File: config.mk
export PLATFORM = sky130hd
export DESIGN_NAME = sic_tail_flat
export DESIGN_NICKNAME = d
export VERILOG_FILES = /design/src/rtl/core/sic_pkg.sv /design/src/rtl/core/sic_out_if.sv /design/src/rtl/core/sic_tail.sv /design/src/flat_wrapper.sv
export SDC_FILE = /design/constraint.sdc
export NUM_CORES = 1
export LEC_CHECK = 0
export BUFFER_PORTS_ARGS = -buffer_cell sky130_fd_sc_hd__buf_2
export CAP_MARGIN = 20
export CORE_MARGIN = 5
export CORE_UTILIZATION = 40
export CTS_CLUSTER_SIZE = 25
export DETAILED_ROUTE_END_ITERATION = 6
export PLACE_DENSITY_LB_ADDON = 0.15
export RECOVER_POWER = 25
export SYNTH_ARGS = -nofsm -noshare
export SYNTH_HDL_FRONTEND = slang
export SYNTH_SLANG_ARGS = --single-unit
File: constraint.sdc
create_clock -name i_clk -period 2.4 [get_ports i_clk]
set_input_delay 0.48 -clock i_clk [delete_from_list [all_inputs] [get_ports i_clk]]
set_output_delay 0.48 -clock i_clk [all_outputs]
set_load 0.05 [all_outputs]
File: src/rtl/core/sic_pkg.sv
// package for the significant inversion counter
// shared widths, limits and the token that runs down the cell chain
`default_nettype none

package sic_pkg;

    localparam int SIC_MAX_ITEMS = 256;
    localparam int VALUE_W       = 30;
    localparam int TRIPLE_W      = 32;
    localparam int TOTAL_W       = 15;
    localparam int SUM_W         = 16;

    localparam logic [TOTAL_W-1:0] TOTAL_MAX = {TOTAL_W{1'b1}};

    // one item as it travels from cell to cell
    typedef struct packed {
        logic                vld;
        logic                last;
        logic                stored;
        logic [VALUE_W-1:0]  value;
        logic [TRIPLE_W-1:0] triple;
    } t_sic_tok;

endpackage

`default_nettype wire

File: src/rtl/core/sic_out_if.sv
// result channel: valid/ready handshake with one running total per beat
// depends on sic_pkg for the total width
`default_nettype none

interface sic_out_if;
    import sic_pkg::*;

    logic               valid;
    logic               ready;
    logic [TOTAL_W-1:0] running_total;
    logic               end_of_sequence;
    logic               overflow;

    modport source (output valid, output running_total, output end_of_sequence,
                    output overflow, input ready);
    modport sink   (input valid, input running_total, input end_of_sequence,
                    input overflow, output ready);
endinterface

`default_nettype wire

File: src/rtl/core/sic_tail.sv
// end of the chain: running total with saturation, overflow flag and the
// output register; depends on sic_pkg and sic_out_if
`default_nettype none

module sic_tail
    import sic_pkg::*;
#(
    parameter int HIT_W = 9
) (
    input  wire logic             i_clk,
    input  wire logic             i_rst_n,
    input  wire t_sic_tok         i_tok,
    input  wire logic [HIT_W-1:0] i_hits,
    output logic                  o_adv,
    sic_out_if.source             o_out
);

    logic [TOTAL_W-1:0] r_total;
    logic               r_ovf;
    logic               r_out_vld;
    logic [TOTAL_W-1:0] r_out_total;
    logic               r_out_eos;
    logic               r_out_ovf;

    logic [TOTAL_W-1:0] n_total;
    logic               n_ovf;
    logic [SUM_W-1:0]   sum;

    assign o_adv = !r_out_vld || o_out.ready;

    always_comb begin
        sum = {1'b0, r_total} + {{(SUM_W-HIT_W){1'b0}}, i_hits};
        if (!i_tok.stored) begin
            // no free cell was found: sequence ran past capacity
            n_total = TOTAL_MAX;
            n_ovf   = 1'b1;
        end else begin
            n_ovf   = r_ovf;
            n_total = (sum >= {1'b0, TOTAL_MAX}) ? TOTAL_MAX : sum[TOTAL_W-1:0];
        end
    end

    always_ff @(posedge i_clk) begin
        if (!i_rst_n) begin
            r_total   <= '0;
            r_ovf     <= 1'b0;
            r_out_vld <= 1'b0;
        end else if (o_adv) begin
            r_out_vld <= i_tok.vld;
            if (i_tok.vld) begin
                r_out_total <= n_total;
                r_out_eos   <= i_tok.last;
                r_out_ovf   <= n_ovf;
                if (i_tok.last) begin
                    r_total <= '0;
                    r_ovf   <= 1'b0;
                end else begin
                    r_total <= n_total;
                    r_ovf   <= n_ovf;
                end
            end
        end
    end

    assign o_out.valid           = r_out_vld;
    assign o_out.running_total   = r_out_total;
    assign o_out.end_of_sequence = r_out_eos;
    assign o_out.overflow        = r_out_ovf;

    a_ovf_saturates: assert property (@(posedge i_clk) disable iff (!i_rst_n)
        o_out.valid && o_out.overflow |-> o_out.running_total == TOTAL_MAX)
        else $error("overflow beat without saturated total");

    a_last_clears: assert property (@(posedge i_clk) disable iff (!i_rst_n)
        o_adv && i_tok.vld && i_tok.last |=> r_total == '0 && !r_ovf)
        else $error("sequence state not cleared after closing item");

    a_drop_flags: assert property (@(posedge i_clk) disable iff (!i_rst_n)
        o_adv && i_tok.vld && !i_tok.stored && !i_tok.last |=> r_ovf)
        else $error("dropped item did not raise overflow");

    a_ovf_sticky: assert property (@(posedge i_clk) disable iff (!i_rst_n)
        o_adv && i_tok.vld && r_ovf && !i_tok.last |=> r_ovf && r_total == TOTAL_MAX)
        else $error("overflow lost inside a sequence");

endmodule

`default_nettype wire
File: src/flat_wrapper.sv
// flat-port wrapper written by rule: the top's interface ports become plain ports
module sic_tail_flat import sic_pkg::*;
#(
    parameter int HIT_W = 9
)
  (i_clk, i_rst_n, i_tok, i_hits, o_adv, o_out_valid, o_out_running_total, o_out_end_of_sequence, o_out_overflow, o_out_ready);
  sic_out_if o_out_i ();
  input  wire logic i_clk;
  input  wire logic i_rst_n;
  input  wire t_sic_tok i_tok;
  input  wire logic [HIT_W-1:0] i_hits;
  output logic o_adv;
  output wire logic [$bits(o_out_i.valid)-1:0] o_out_valid;
  output wire logic [$bits(o_out_i.running_total)-1:0] o_out_running_total;
  output wire logic [$bits(o_out_i.end_of_sequence)-1:0] o_out_end_of_sequence;
  output wire logic [$bits(o_out_i.overflow)-1:0] o_out_overflow;
  input wire logic [$bits(o_out_i.ready)-1:0] o_out_ready;
  assign o_out_valid = o_out_i.valid;
  assign o_out_running_total = o_out_i.running_total;
  assign o_out_end_of_sequence = o_out_i.end_of_sequence;
  assign o_out_overflow = o_out_i.overflow;
  assign o_out_i.ready = o_out_ready;
  sic_tail #(.HIT_W(HIT_W)) u_core (.i_clk(i_clk), .i_rst_n(i_rst_n), .i_tok(i_tok), .i_hits(i_hits), .o_adv(o_adv), .o_out(o_out_i));
endmodule
* Yosys cells after proc, flatten, opt, wreduce, memory -nomap -nowiden
Cells that the tools add are included.
** Word-level totals
- Register bits :: 34
- Input bits :: 77
- Output and inout port bits :: 19
- Logic and storage cells :: 17
** Cells by class
- Add/subtract/negate cells :: 1
- Magnitude comparators :: 1
- Muxes and demuxes :: 5
- Reductions and logical operators :: 4
** Operators by type and width (count)
- $mux W15 :: 3
- $add A15 B9 Y16 :: 1
- $ge A16 B15 Y1 const B :: 1
- $reduce_and A3 Y1 :: 1
- $mux W1 :: 2
- $reduce_and A2 Y1 :: 1
- $logic_not A1 Y1 :: 1
- $logic_or A1 B1 Y1 :: 1

* Depth between registers and ports, before layout
- Depth after elaboration :: 5
- Depth in mapped cells :: 8
- Depth with buffers taken out :: 7

* Worst setup path after synthesis
OpenSTA, ideal clock, no wires.
- Kind :: in2reg
- From :: in i_hits[0]
- To :: reg u_core.r_out_total[12], in the netlist u_core.o_out.running_total[12], data pin
- Setup time :: 0.254 ns
- Data arrival time :: 2.155 ns
- Data required time :: 2.146 ns
- Setup slack :: -0.009 ns
- Stages on the path :: 7
- Path buffers :: 0
- Cell sequence :: ha_1 fa_1 a21o_1 a221oi_2 o21a_1 o31ai_1 a21o_1
** On the way
- Cells in the longest elaborated chain, start to end :: 4
** RTL lines
- start, declared :: RTL line flat_wrapper.sv:11 : input wire logic [HIT_W-1:0] i_hits;
- $add A15 B9 Y16 (*) :: RTL line sic_tail.sv:32 : sum = {1'b0, r_total} + {{(SUM_W-HIT_W){1'b0}}, i_hits};
- $ge A16 B15 Y1 :: RTL line sic_tail.sv:39 : n_total = (sum >= {1'b0, TOTAL_MAX}) ? TOTAL_MAX : sum[TOTAL_W-1:0];
- $mux W15 (*) :: RTL line sic_tail.sv:39
- $mux W15 (*) :: RTL line sic_tail.sv:33 : if (!i_tok.stored) begin
- named net u_core.n_total[12] :: RTL line sic_tail.sv:25 : logic [TOTAL_W-1:0] n_total;
- end signal, assigned :: RTL line sic_tail.sv:51 : r_out_total <= n_total;
- end, declared :: RTL line sic_tail.sv:21 : logic [TOTAL_W-1:0] r_out_total;
The timed path passes the listed nets; every way through them passes the cells marked *.
A chain may end at the register's enable or synchronous reset.

* Worst setup path in the final report
- From :: reg u_core.r_total[1]
- To :: reg u_core.r_total[6]
** On the way
- Cells in the longest elaborated chain, start to end :: 5
** RTL lines
- start, declared :: RTL line sic_tail.sv:18 : logic [TOTAL_W-1:0] r_total;
- start signal, assigned :: RTL line sic_tail.sv:58 : r_total <= n_total;
- $add A15 B9 Y16 (*) :: RTL line sic_tail.sv:32
- $ge A16 B15 Y1 :: RTL line sic_tail.sv:39
- $mux W15 (*) :: RTL line sic_tail.sv:39
- $mux W15 (*) :: RTL line sic_tail.sv:33
- named net u_core.n_total[6] :: RTL line sic_tail.sv:25
- $mux W15 (*) :: RTL line sic_tail.sv:54 : if (i_tok.last) begin
Marks and branches as above.

==> flow_summary.yaml <==
run_status:
  status: "finished, final reports clean"
finish:
  drive_gt1_share_pct: 23.3
  nets: 310
  num_antenna_cells: 0
  layout_common_cells: "25 x buf_2, 17 x edfxtp_1, 17 x dfxtp_1, 15 x buf_4, 12 x nand2_1"
  finalNonFillerCells: 275
  final_common_cell: "buf_2"
  syn2layout_area_growth_pct: 23.1
synth:
  ys_ff_latch: 34
  synth-warning-count: 0
  synthMuxAreaShare_pct: 0
  synth-simple-area-share_pct: 15.1
  synth-main-ff-cell: "edfxtp_1"
  synth-compound-area-share_pct: 24.9
  synthCells: 174
  synth_adder_area_share_pct: 7.29
  synthesis.area_mm2: 0.00182
  synth_top_family_by_area: "compound AO/OA/AOI/OAI gates"
  synthArstFlopShare_pct: 0
  synthDistinctLibCells: 48
  synth-seq-area-share_pct: 46.7
  synth_edf_count: 17
  syn_avg_cell_area_um2: 10.5
  synth_fp_nets: 261
  synth_xor_area_share_pct: 3.37
power:
  power.internal_w: 0.000999
  ir_worst_vdd_v: 0.000309
  leakage_nw: 0.920
  comb_power_share_pct: 22.8
  clockPowerShare_pct: 30.1
  p_sw_share_pct: 29.6
  seqPwrFrac_pct: 47.1
  p_per_area_mw_per_mm2: 634
  netSwitchingPower_w: 0.000421
cts:
  htreeDepth: 2
  postCtsHoldBufs: 0
  root_buffer: "clkbuf_8"
  clockBufferDepth: 2
  cts.sinks: 34
  cts_made_buffers: 5
  clkLatencyLatePin_ns: 0.29
  cts_tree: "done"
  path_clk_slew_ns: 0.07
critical_path:
  setup.worst_path.class: "flip-flop to flip-flop"
  critPathMaxStageDelay_ns: 0.39
  cp.arrival_ns: 2.45
  crit_path_start_kind: "flip-flop"
  timing.rr.start: "u_core.r_total[1]"
  crit_slowest_cell: "dfxtp_1"
  reg2reg_slack_ns: 0.13
  reg2regPathDepth: 8
  cp.buffers_inverters: 2
  r2r-end: "u_core.r_total[6]"
  cp_cell_sequence: "ha_1 -> a211o_1 -> a211o_1 -> a211oi_4 -> buf_4 -> buf_4 -> nand2_1 -> a22o_1"
  crit_fanout: 3
  cp-end-kind: "flip-flop"
  cp_data_required_time_ns: 2.58
  cp-startpoint: "u_core.r_total[1]"
  critPathTopFamily: "compound AO/OA/AOI/OAI gates"
floorplanning:
  boundaryPins: 96
  core_area_mm2: 0.00438
  rows: 24
  dieHeight_um: 77.5
  start_util_pct: 41.5
  die-area_mm2: 0.00600
  fp.dieW_um: 77.5
timing:
  worstMarginPinSlew_ns: 0.885
  fmax_mhz: 440
  finalCritPeriodShare_pct: 94.7
  final.setup.tns_ns: 0
  finalHoldViolCount: 0
  skew_ns: 0.00965
  min_period_ns: 2.27
  maxSlewHeadroom_pct: 40.8
  slew_viol_final: 0
  setup_viol: 0
placement:
  dp.cells: 266
  hpwl_um: 3150
  port_buffers: 33
  gp_congestion: 0.926
global_routing:
  grt_pass1_wl_um: 7280
  use_met1_pct: 20.0
  grt_overflow: 0
  grt_start_max_net_pins: 12
  grt_busiest_layer: "met2"
  grt_use_total_pct: 14.6
  antenna_found_initial: 0
  gr-usage-met2_pct: 22.1
  grt_pass1_vias: 1560
  grt_util_met3_pct: 4.63
drt:
  totalWireLength_um: 4280
  viasPerCell: 5.63
  drc_errors: 0
  first_pass_iters: 4
  ant_nets: 0
  wl_per_cell_um: 15.6
  vias: 1547
  drt_iter0_drc: 81
min_path:
  hold_end: "u_core.o_out.valid"
  min_path_type: "primary input to flip-flop"
  worstHoldStart: "i_tok[64]"
  holdPathStages: 3
run:
  cap_violations: 0
## power by group through the flow
stage	Sequential, W	Combinational [W]	Clock, W
2_1_floorplan	0.000730	0.000174	0
3_3_place_gp	0.000679	0.000312	0
3_5_place_dp	0.000681	0.000317	0
4_1_cts	0.000668	0.000319	0.000437
5_1_grt	0.000672	0.000357	0.000460
6_report	0.000669	0.000324	0.000427
## state kept, by name, summed over array words and instances (netlist names)
register / cells
u_core.o_out.running_total: 15
u_core.r_total: 15
u_core.o_out.valid: 1
u_core.o_out.end_of_sequence: 1
u_core.r_ovf: 1
u_core.o_out.overflow: 1
## metal layers
metal,vias to the layer above,routed length [µm]
met5,-,0
met4,0,55
met3,6,286
met2,37,1870
met1,739,2070
li1,765,-
## worst min-delay path, cell delays in order
cell and delay [ns]:
buf_2 0.11, inv_1 0.04, a21boi_0 0.06
## repair_timing
| action | CTS | global route |
|---|---|---|
| gates resized for setup | 0 | 2 |
| endpoints found under the setup margin | 0 | 4 |
| setup buffers | 0 | 2 |
## area by class of cell
cell class | count | area [µm²]
Clock buffer | 7 | 86.3
Multi-Input combinational cell | 128 | 948
Fill cell | 421 | 2140
Tap cell | 52 | 65.1
Timing Repair Buffer | 48 | 268
Sequential cell | 34 | 851
Inverter | 6 | 22.5
## synthesized netlist by cell type, drive strengths merged, types with 3 or more instances
library cell	n	area (µm²)
inv	6	22.5
nand2b	7	43.8
o211ai	3	22.5
o21a	3	22.5
nand3	8	40.0
o21ai	12	60.1
a21o	5	37.5
clkbuf	5	18.8
nand2	12	45.0
xor2	4	35.0
ha	9	113
dfxtp	17	340
a21oi	9	45.0
nor2	6	22.5
edfxtp	17	510
xnor2	3	26.3
a22o	9	78.8
## how the worst max path moves through the flow
stage | end | cells after the start | slack, ns
6_report | u_core.r_total[6] | 8 | 0.13
5_1_grt | u_core.r_total[14] | 7 | -0.01
4_1_cts | u_core.r_total[14] | 7 | 0.1
3_5_place_dp | u_core.r_total[14] | 8 | -0.16
3_3_place_gp | u_core.r_total[14] | 8 | -0.12
2_1_floorplan | u_core.o_out.running_total[12] | 7 | 0.02
## through the flow
| stage | power [W] | setup WS (ns) | utilization (%) | instance area, µm² | hold slack, ns |
|---|---|---|---|---|---|
| after global routing | 0.00149 | -0.0124 | 51.1 | 2240 | 0.482 |
| after floorplan | 0.000904 | 0.0190 | - | 1830 | 0.428 |
| after CTS | 0.00142 | 0.0996 | 50.6 | 2220 | 0.414 |
| after global placement | 0.000991 | -0.124 | 48.7 | 2130 | 0.451 |
| final | 0.00142 | 0.128 | 51.1 | 2240 | 0.455 |
| after detailed placement | 0.000997 | -0.163 | 48.7 | 2130 | 0.466 |
## cell families (layout without fill, tap and decap cells)
group	count (synthesis)	in the layout
compound gates	61	61
simple gates	50	50
flops	34	34
buf+inv	12	61
fa+ha+maj	10	10
xor+xnor	7	7
No activity file was read; power rests on OpenSTA's default activity.
