[src/rtl/core/sic_pkg.sv]
// package for the significant inversion counter
// shared widths, limits and the token that runs down the cell chain
`default_nettype none

package sic_pkg;

    localparam int SIC_MAX_ITEMS = 256;
    localparam int VALUE_W       = 30;
    localparam int TRIPLE_W      = 32;
    localparam int TOTAL_W       = 15;
    localparam int SUM_W         = 16;

    localparam logic [TOTAL_W-1:0] TOTAL_MAX = {TOTAL_W{1'b1}};

    // one item as it travels from cell to cell
    typedef struct packed {
        logic                vld;
        logic                last;
        logic                stored;
        logic [VALUE_W-1:0]  value;
        logic [TRIPLE_W-1:0] triple;
    } t_sic_tok;

endpackage

`default_nettype wire

[src/rtl/core/sic_cell.sv]
// one compare cell: holds one earlier value, counts hits of passing items
// and stores the first item that finds it empty; depends on sic_pkg
`default_nettype none

module sic_cell
    import sic_pkg::*;
#(
    parameter int HIT_W = 9
) (
    input  wire logic             i_clk,
    input  wire logic             i_rst_n,
    input  wire logic             i_adv,
    input  wire t_sic_tok         i_tok,
    input  wire logic [HIT_W-1:0] i_hits,
    output t_sic_tok              o_tok,
    output logic      [HIT_W-1:0] o_hits
);

    logic               r_full;
    logic [VALUE_W-1:0] r_data;
    t_sic_tok           r_tok;
    logic [HIT_W-1:0]   r_hits;

    logic               n_full;
    t_sic_tok           n_tok;
    logic [HIT_W-1:0]   n_hits;
    logic               hit;
    logic               take;

    always_comb begin
        hit  = i_tok.vld && r_full &&
               ({{(TRIPLE_W-VALUE_W){1'b0}}, r_data} > i_tok.triple);
        take = i_tok.vld && !i_tok.stored && !r_full;

        n_hits = i_hits + {{(HIT_W-1){1'b0}}, hit};

        n_tok        = i_tok;
        n_tok.stored = i_tok.stored || take;

        // the closing item empties the cell once it has been compared
        n_full = r_full;
        if (i_tok.vld && i_tok.last) begin
            n_full = 1'b0;
        end else if (take) begin
            n_full = 1'b1;
        end
    end

    always_ff @(posedge i_clk) begin
        if (!i_rst_n) begin
            r_full    <= 1'b0;
            r_tok.vld <= 1'b0;
        end else if (i_adv) begin
            r_full <= n_full;
            r_tok  <= n_tok;
            r_hits <= n_hits;
            if (take) begin
                r_data <= i_tok.value;
            end
        end
    end

    assign o_tok  = r_tok;
    assign o_hits = r_hits;

endmodule

`default_nettype wire

[config.mk]
export PLATFORM = sky130hd
export DESIGN_NAME = sic_cell
export DESIGN_NICKNAME = d
export VERILOG_FILES = /design/src/rtl/core/sic_pkg.sv /design/src/rtl/core/sic_cell.sv
export SDC_FILE = /design/constraint.sdc
export NUM_CORES = 1
export LEC_CHECK = 0
export ABC_AREA = 1
export BUFFER_PORTS_ARGS = -buffer_cell sky130_fd_sc_hd__buf_2
export CAP_MARGIN = 30
export CORE_MARGIN = 4
export CORE_UTILIZATION = 44
export CTS_BUF_LIST = sky130_fd_sc_hd__clkbuf_16
export DETAILED_ROUTE_END_ITERATION = 10
export GPL_TIMING_DRIVEN = 0
export PLACE_DENSITY = 0.75
export SETUP_SLACK_MARGIN = 0.1
export SLEW_MARGIN = 15
export SYNTH_ARGS = -nofsm -noshare
export SYNTH_HDL_FRONTEND = slang
export SYNTH_SLANG_ARGS = --single-unit
[constraint.sdc]
create_clock -name i_clk -period 2.2 [get_ports i_clk]
set_input_delay 0.22 -clock i_clk [delete_from_list [all_inputs] [get_ports i_clk]]
set_output_delay 0.22 -clock i_clk [all_outputs]
set_load 0.02 [all_outputs]
### Word level (Yosys, flattened, before mapping)

Index checks and enable logic that the tools add are counted.
W data, S select, Z words.

* memories kept: 0
* register bits: 105
* latch bits: 0
* ROM bits: 0
* memory bits (writable): 0
* output and inout bits: 74

* shift-type cells: 0
* $lt $le $gt $ge: 1
* multiplexer cells: 2
* reduce and logical (&&, ||, !) cells: 12
* $mul: 0
* equality and inequality tests: 0
* bitwise logic cells: 0
* divide/modulo/power cells: 0
* add/subtract/negate cells: 1

Operators with widths (number)
* $gt A30 B32 Y1: 1
* $add A9 B1 Y9: 1
* $logic_and A1 B1 Y1: 5
* $reduce_and A2 Y1: 2
* $reduce_and A3 Y1: 1
* $logic_not A1 Y1: 2
* $mux W1: 2
* $reduce_bool A2 Y1: 1
* $logic_or A1 B1 Y1: 1

### Logic depth before layout (Yosys ltp)

Gate-level depths: netlist of the first run.

* depth after elaboration: 5
* gate-level depth with buffers: 19
* gate-level depth less buffers: 19

### Least setup slack after synthesis of the first run

Ideal clock, no wire load.

* path type: register to register
* start: reg r_data[23]
* end: reg r_hits[8] (netlist: o_hits[8]), data pin
* library setup time: 0.258 ns
* stages on the path, launching flop included: 14
* period minus slack after synthesis: 2.337 ns
* path buffers: 0
* setup slack: -0.137 ns
* arrival time: 2.080 ns
* cells stage by stage: edfxtp_1 > ha_1 > nand2_1 > nor2_1 > nand4_1 > nor2_1 > nand2_1 > a21oi_1 > ha_1 > ha_1 > nand3_2 > nor3b_2 > nand3_1 > xnor2_1

* word-level cells in the longest chain between the ends: 3

Ends and longest elaborated chain
* start, declared: RTL line sic_cell.sv:20 `logic [VALUE_W-1:0] r_data;`
* start signal, assigned: RTL line sic_cell.sv:58 `r_data <= i_tok.value;`
* $gt A30 B32 Y1: RTL line sic_cell.sv:32 `({{(TRIPLE_W-VALUE_W){1'b0}}, r_data} > i_tok.triple);`
* $logic_and A1 B1 Y1: RTL line sic_cell.sv:31 `hit = i_tok.vld && r_full &&`
* $add A9 B1 Y9: RTL line sic_cell.sv:35 `n_hits = i_hits + {{(HIT_W-1){1'b0}}, hit};`
* via n_hits[8]: RTL line sic_cell.sv:26 `logic [HIT_W-1:0] n_hits;`
* end signal, assigned: RTL line sic_cell.sv:56 `r_hits <= n_hits;`
* end, declared: RTL line sic_cell.sv:22 `logic [HIT_W-1:0] r_hits;`

The timed path passes the listed nets, and every way through them passes these cells.
A chain may end at the register's enable or synchronous reset.

### Worst setup path in the final report of the first run

* start: reg r_data[3]
* end: reg r_hits[8] (netlist: o_hits[8]), data pin

Same word-level chain as after synthesis.

==> metrics.txt, run 1 <==
top layer in use met4; Tmin final 2.54 ns; top cell type's share of synthesized area 0.744; vias 2678; maxcap violations 0; CTS H-tree depth 3; Pre-Repair DR Iteration Count 4; # port buffers 150; Avg Vias per Cell around 4.6; clock skew 0.0112 ns; Crit. End Element register; Net count, final 558; total power 4.46 mW; PwrDens 777 mW/mm²; Max-slew headroom 0.696; Placeable Area a little over 0.009 mm²; top cells by area, synth edfxtp_1 74%, ha_1 9.6%, inv_1 4.2%; Routed WL per cell 14.9 µm; Mapped Nets 384; hpwl dp 6640 µm; die width 105 µm; WP data required 2.29 ns; Static Leak 2.51 nW; Pins Over Slew Limit 0; # diodes 0; failing checks setup timing; number of antenna violations at the first check in global routing 0; final worst slack -0.341 ns; met3 WL 463 µm; first-pass GRT wire length between 10000 and 15000 µm; total wire length between 8000 and 9000 µm; post-synthesis sequential area ratio 0.754; CP Max Fanout 2; slew of the pin with the lowest slew margin around 0.46 ns; ys flop type edfxtp_1; post-route setup TNS -1.30 ns; total CTS buffers 9; met2 routed WL 4670 µm; Syn Std Cell Area roughly 0.0042 mm²; Max VDD drop 0.356 mV; flops & latches, synth about 110; DR iter-0 viols 61; Design Area, Final 0.00574 mm²; I/O Pins 151; Crit-path slowest cell edfxtp_1; grt total ovfl 0; Total Routing Usage GR 0.157; Post-Synthesis Cells about 280; clock root buffer clkbuf_16; Routed Antenna Nets 0; crit path buf inv count 1; Initial Util 0.450; DRC viols 0; Final Cycle Share 1.15; Crit path top cell by count nand2_1; vias in the first global route 2779; Startpoint Class register; Post-synth ARST share 0; pin count of the biggest net entering global routing 31; Yosys cell types 19; post-synth top area cell edfxtp_1; most frequent cells in the layout 150 x buf_2, 103 x edfxtp_1, 46 x inv_1; TritonCTS clock tree built; Setup Viol. Count Final 7; layout cells sized above 1 0.466; placed instance area 0.00516 mm²; Clock Path Buffers 2; fill count 722; Clock Pin Slew Worst Setup and Hold Paths 0.07 ns; cell family with most CP delay simple AND/OR/NAND/NOR gates; RSZ-0062 raised after global routing true; # rows 35; Hold Buf Count CTS 0; Worst EP arrival 2.63 ns; gpl congestion about 0.76; clock sink total 105; CP cell instances ha_4, nand2_2, inv_2, nand2_1, nand2_1, nand2_1, nand2_1, nand2_1, nand2_1, nand2_1, a21oi_2, ha_4, ha_4, nand3_4, nor3b_4, nand3_2, xnor2_2; commonest non-fill, non-tap cell in the layout buf_2; run status finished with violations; synthesized area per cell ~15 µm²; Area Growth Syn to Fin 38.2%; slowest stage delay, CP around 0.43 ns; Die H 105 µm; worst hold path type in2reg; final hold vios 0; Ys Warns 0; Crit Path Category reg2reg; Metal-1 WL 3360 µm; die area 0.0111 mm²; Max Fclk 394 MHz; clk_lat worst skew about 0.33 ns; internal reg-to-reg setup slack -0.34 ns; EDFF count, synth 103
-- worst reg2reg max path, cell delays in order (launching register included) --
cell and delay, ns:
edfxtp_1 0.43, ha_4 0.30, nand2_2 0.05, inv_2 0.05
nand2_1 0.05, nand2_1 0.06, nand2_1 0.05, nand2_1 0.06
nand2_1 0.05, nand2_1 0.08, nand2_1 0.06, a21oi_2 0.19
ha_4 0.18, ha_4 0.14, nand3_4 0.07, nor3b_4 0.23
nand3_2 0.12, xnor2_2 0.14
-- routing by layer --
layer / track usage / up-vias
li1: - / 1309
met3: 0.0374 / 15
met1: 0.183 / 1263
met2: 0.277 / 91
met4: 0.0656 / 0
met5: 0 / -
-- cells by family after synthesis --
group           share of synthesized area
compound gates                     0.0262
xor+xnor                           0.0147
fa+ha+maj                          0.0963
buf+inv                            0.0424
flops                               0.754
simple gates                       0.0668
-- report_power, final --
| part | internal [mW] | leakage [nW] | switching [mW] |
|---|---|---|---|
| registers | 2.31 | 0.974 | 0.0237 |
| clock network | 0.986 | 0.153 | 0.664 |
| logic | 0.179 | 1.38 | 0.299 |
-- Yosys cell counts (2+ instances only) --
cell        n
edfxtp_1  103
nor2_1     11
nand2_1    40
o21ai_0     3
dfxtp_1     2
a21oi_1    14
xnor2_1     2
xor2_1      5
inv_1      47
ha_1       32
nand3_1     7
nand4_1     2
-- flip-flops by register name (all words and copies together), names as in the netlist --
| register | cells |
|---|---|
| o_tok | 65 |
| r_data | 30 |
| o_hits | 9 |
| r_full | 1 |
-- what timing repair did --
action,4_1_cts,5_1_grt
pin swaps,18,25
setup buffers,7,3
endpoints found under the hold margin,0,0
setup endpoints to repair,7,8
gates resized for setup,17,19
-- final timing paths --
check / from / to / cells after the start
worst min register to register: o_tok[64] / o_tok[64] / 2
worst min-delay path: i_tok[59] / r_data[27] / 1
worst max-delay path: r_data[3] / o_hits[8] / 17
worst max register to register: r_data[3] / o_hits[8] / 17
-- area by class of cell --
type,instances,area [µm²],share of cell area
Sequential cell,105,3130,0.545
Multi-Input combinational cell,123,1060,0.185
Tap cell,129,161,0.0281
Timing Repair Buffer,163,897,0.156
Clock inverter,6,85.1,0.0148
Inverter,47,180,0.0314
Clock buffer,9,225,0.0392
-- stage by stage --
stage	std cells	hold slack, ns	worst slack [ns]	util
final	582	0.0708	-0.341	0.622
after global routing	582	0.0554	-0.508	0.622
after CTS	579	0.0592	-0.352	0.609
after detailed placement	557	0.411	-0.470	0.559
after global placement	554	0.412	-0.400	0.551
after floorplan	275	0.319	-0.118	-
Power figures use the tool's default switching activity.
==> run 2: changes to the inputs <==
Settings changed: ABC_CLOCK_PERIOD_IN_PS from default to 2400, CORE_UTILIZATION 44 to 49, CTS_BUF_LIST sky130_fd_sc_hd__clkbuf_16 to default, PLACE_DENSITY 0.75 to 0.79.
Clock period 2.2 ns to 2.4 ns, I/O delays scaled along.
==> metrics.txt, run 2 (synthesis results as in run 1) <==
register share of total power 0.575; Util after Layout 0.678; Comb power frac 0.114; internal reg-to-reg setup slack -0.11 ns; Worst EP arrival 2.64 ns; Crit path top cell by count nand2_1; WP data required 2.53 ns; gpl congestion 0.758; CP Max Fanout 2; Clock power frac 0.311; R2R cell count 15; Max VDD drop 0.362 mV; Tmin final between 2 and 3 ns; clock root buffer clkbuf_8; Max-slew headroom 0.715; die area about 0.01 mm²; M2 GR Usage 0.316; switching share of total power 0.231; final worst slack -0.114 ns; Placeable Area 0.00822 mm²; pin count of the biggest net entering global routing 42; # rows 33; routing usage on met3 0.0563; most crowded layer after global routing met2; most frequent cells in the layout 150 x buf_2, 103 x edfxtp_1, 45 x inv_1; max FFs per register 65; layout cells sized above 1 0.451; Crit. End Element register; total wire length 8660 µm; clock skew 0.0167 ns; Routed Antenna Nets 0; DR iter-0 viols 87; clk_lat worst skew 0.36 ns; Clock Path Buffers 2; Die H 100 µm; net switching power 0.861 mW; Avg Vias per Cell 4.86; failing checks setup timing; Setup WS pre-CTS -0.235 ns; Pre-Repair DR Iteration Count 4; smallest hold slack around 0.065 ns; vias in the first global route 2816; worst hold path type in2reg; Initial Util 0.506; vias 2706; DRC viols 0; commonest non-fill, non-tap cell in the layout buf_2; Startpoint Class register; total power 3.72 mW; final hold vios 0; # diodes 0; run status finished with violations; Setup Viol. Count Final 5; Static Leak 2.43 nW; maxcap violations 0; total CTS buffers 9; CP cell instances ha_4, nand2_2, nor2_1, nor2_1, nand2_1, nand2_1, nand2_1, nand2_1, a21oi_2, ha_4, ha_4, nand3_4, nor3b_4, nand3_2, xnor2_1; Pint 2.86 mW; hpwl dp ~6300 µm; Inst Count DP roughly 530; RSZ-0062 raised after global routing true; M1 GR Usage 0.188; Hold Buf Count CTS 0; Clock Pin Slew Worst Setup and Hold Paths 0.10 ns; die width 100 µm; Final Cycle Share 1.05; first-pass GRT wire length 13300 µm; I/O Pins between 150 and 200; Crit-path slowest cell edfxtp_1; Pins Over Slew Limit 0; grt total ovfl 0; slew of the pin with the lowest slew margin between 0.4 and 0.5 ns; Total Routing Usage GR 0.174; CTS H-tree depth 3; final cell count without fillers 557; PwrDens 668 mW/mm²; hold path depth 1; Area Growth Syn to Fin 34.0%; slowest stage delay, CP 0.45 ns; Routed WL per cell 15.6 µm; # port buffers 150; Crit Path Category reg2reg; number of antenna violations at the first check in global routing 0; Net count, final 556; Max Fclk 398 MHz; TritonCTS clock tree built; clock sink total 105
run 2: changes by cell type in the layout (fill, tap and decap cells not counted), moves of 2 or more:
cell       previous run  this run
a21oi_1              11        13
nand2_2               6         4
clkbuf_16             9         0
a21oi_2               3         1
clkbuf_1              0         2
clkbuf_8              0         9
nand2_1              33        36
run 2: final timing paths:
path,from,end
worst min register to register,o_tok[64],o_tok[64]
worst max-delay path,r_data[7],o_hits[8]
worst min-delay path,i_tok[39],o_tok[39]
worst max register to register,r_data[7],o_hits[8]
run 2: layer usage:
metal / part of all wire / vias to the layer above
li1: - / 1307
met3: 0.073 / 17
met1: 0.36 / 1291
met4: 0.027 / 0
met2: 0.54 / 91
met5: 0 / -
run 2: cell type report:
type	instances	area [µm²]
flip-flops and latches	105	3130
multi-input cells	123	1040
inverters	47	179
fillers	599	2650
repair buffers	161	870
clock inverters	5	81.3
well taps	105	131
clock buffers	11	131
run 2: repair_timing:
item	CTS	global route
resized for setup	13	17
hold endpoints to repair	0	0
pin swaps	14	18
setup endpoints to repair	4	7
buffers inserted	6	4
run 2: power groups by stage:
stage	Clock [mW]	Combinational (mW)	Sequential, mW
after detailed placement	0	0.402	2.18
after global placement	0	0.380	2.18
after CTS	1.18	0.412	2.14
after floorplan	0	0.0965	2.29
final	1.16	0.423	2.14
after global routing	1.26	0.463	2.15
run 2: per-stage QoR:
| stage | cell area [µm²] | setup TNS, ns |
|---|---|---|
| 2_1_floorplan | 4170 | 0 |
| 3_3_place_gp | 5050 | -50.10 |
| 3_5_place_dp | 5110 | -0.382 |
| 4_1_cts | 5450 | -0.239 |
| 5_1_grt | 5570 | -1.14 |
| 6_report | 5570 | -0.264 |
run 2: critical path: cells and delay by family (launching register included):
family,cells,cell delay (ns)
simple gates,10,0.91
flops,1,0.45
fa+ha+maj,3,0.61
xor+xnor,1,0.13
compound gates,1,0.18
==> run 3: changes to the inputs <==
Settings changed: CELL_PAD_IN_SITES_DETAIL_PLACEMENT from default to 1, CELL_PAD_IN_SITES_GLOBAL_PLACEMENT from default to 1, CORE_UTILIZATION 49 to 39, PLACE_DENSITY 0.79 to default, PLACE_DENSITY_LB_ADDON from default to 0.1.
==> metrics.txt, run 3 (synthesis results as in run 1) <==
run status finished with violations; failing checks setup timing; final cell count without fillers roughly 600; Net count, final 560; vias in the first global route between 3000 and 4000; RR Endpoint o_hits[8]; hold path depth 1; crit path buf inv count 0; total wire length 9140 µm; Clock power frac 0.327; stages on the worst setup path 13; final hold vios 0; final worst slack -0.139 ns; number of antenna violations at the first check in global routing 0; Crit path top cell by count ha_4; Crit. End Element register; Design Area, Final 0.00573 mm²; DRC viols 0; worst reg2reg path startpoint r_data[23]; gpl congestion 0.697; clk_lat worst skew ~0.36 ns; Placeable Area 0.0104 mm²; Routed WL per cell 15.4 µm; fill count roughly 1100; clock root buffer clkbuf_8; Hold Buf Count CTS 0; Crit Path Category reg2reg; Routed Antenna Nets 0; Area Growth Syn to Fin 37.7%; clock sink total 105; R2R cell count 13; Worst EP arrival approximately 2.7 ns; maxcap violations 0; Clock Path Buffers 2; total CTS buffers 9; Comb power frac 0.116; Worst Setup SP r_data[23]; clock skew 0.00888 ns; DR iter-0 viols 56; die area 0.0124 mm²; cell family with most CP delay simple AND/OR/NAND/NOR gates; Setup Viol. Count Final 5; slowest stage delay, CP 0.43 ns; CTS H-tree depth 3; CP cell instances ha_4, nand2_4, nor2_4, nand4_1, nor2_2, nand2_2, a21oi_2, ha_2, ha_4, nand3_4, nor3b_4, nand3_2, xnor2_2; Static Leak 2.49 nW; Pint 2.96 mW; Pre-Repair DR Iteration Count 4; TritonCTS clock tree built; placed instance area 0.00515 mm²; # rows 37; Tmin final 2.54 ns; register share of total power 0.557; switching share of total power 0.229; Max Fclk just under 400 MHz; Final Cycle Share 1.06; Max VDD drop 0.325 mV; layout cells sized above 1 0.502; slew of the pin with the lowest slew margin approximately 0.47 ns; pin count of the biggest net entering global routing 39; Avg Vias per Cell 4.57; max FFs per register 65; Setup crit end o_hits[8]; Crit-path slowest cell edfxtp_1; post-route setup TNS -0.369 ns; worst hold path type in2reg; die width 111 µm; grt total ovfl 0; PwrDens about 670 mW/mm²; Total Routing Usage GR 0.152; Max-slew headroom 0.690; commonest non-fill, non-tap cell in the layout buf_2; # diodes 0; Initial Util 0.401; Setup WS pre-CTS -0.284 ns; RSZ-0062 raised after global routing true; Inst Count DP 563; hpwl dp 6850 µm; # port buffers 150; CP Max Fanout 2; internal reg-to-reg setup slack -0.14 ns; vias 2704; Die H 111 µm; WP data required roughly 2.5 ns; Clock Pin Slew Worst Setup and Hold Paths around 0.10 ns; I/O Pins 151; Startpoint Class register; first-pass GRT wire length ~15000 µm; net switching power 0.879 mW; Pins Over Slew Limit 0; most frequent cells in the layout 150 x buf_2, 103 x edfxtp_1, 44 x inv_1
==> run 3: cell count changes in the layout (fill, tap and decap cells not counted), sizes merged <==
cell      previous run  this run
clkbuf              11        12
buf                161       165
clkinvlp             1         0
==> run 3: cell type report <==
cell class | instances | area (µm²) | share of cell area
clock buffer | 12 | 165 | 0.0288
timing repair buffer | 165 | 896 | 0.156
clock inverter | 4 | 73.8 | 0.0129
inverter | 47 | 179 | 0.0312
tap | 136 | 170 | 0.0297
sequential | 105 | 3130 | 0.547
multi-input combinational | 123 | 1110 | 0.194
==> run 3: routing by layer <==
layer	part of all wire	track usage	vias up
li1	-	-	1309
met5	0	0	-
met2	0.51	0.266	91
met4	0.017	0.0608	0
met3	0.072	0.0486	10
met1	0.40	0.171	1294
==> run 3: worst min path at each step <==
stage              start    endpoint  slack [ns]
6_report       i_tok[46]   o_tok[46]        0.05
5_1_grt        i_tok[45]  r_data[13]        0.03
4_1_cts        i_tok[46]   o_tok[46]        0.03
3_5_place_dp   i_tok[46]   o_tok[46]        0.43
3_3_place_gp   i_tok[31]   o_tok[31]        0.43
2_1_floorplan   i_tok[0]    o_tok[0]        0.34
==> run 3: what timing repair did <==
item                                    4_1_cts  5_1_grt
gates resized for setup                      25       22
endpoints found under the setup margin        5        7
buffers inserted                             10        3
pin swaps                                    21       19
==> run 3: stage by stage <==
step	util	hold WS (ns)	total power [mW]
CTS	0.540	0.0280	3.87
finish	0.552	0.0544	3.84
floorplan	-	0.339	2.39
detailed placement	0.497	0.431	2.59
global route	0.552	0.0286	4.03
global placement	0.491	0.431	2.57
==> run 3: power groups by stage <==
stage | Sequential [mW] | Clock, mW | Combinational (mW)
after floorplan | 2.29 | 0 | 0.0965
after CTS | 2.14 | 1.30 | 0.433
after global placement | 2.18 | 0 | 0.387
after detailed placement | 2.18 | 0 | 0.407
after global routing | 2.15 | 1.39 | 0.491
final | 2.14 | 1.25 | 0.444
==> run 3: worst register-to-register path, stage by stage, from the launching register on <==
cell and delay, ns:
edfxtp_1 0.43, ha_4 0.31, nand2_4 0.05, nor2_4 0.10
nand4_1 0.14, nor2_2 0.15, nand2_2 0.07, a21oi_2 0.12
ha_2 0.21, ha_4 0.15, nand3_4 0.09, nor3b_4 0.24
nand3_2 0.12, xnor2_2 0.13
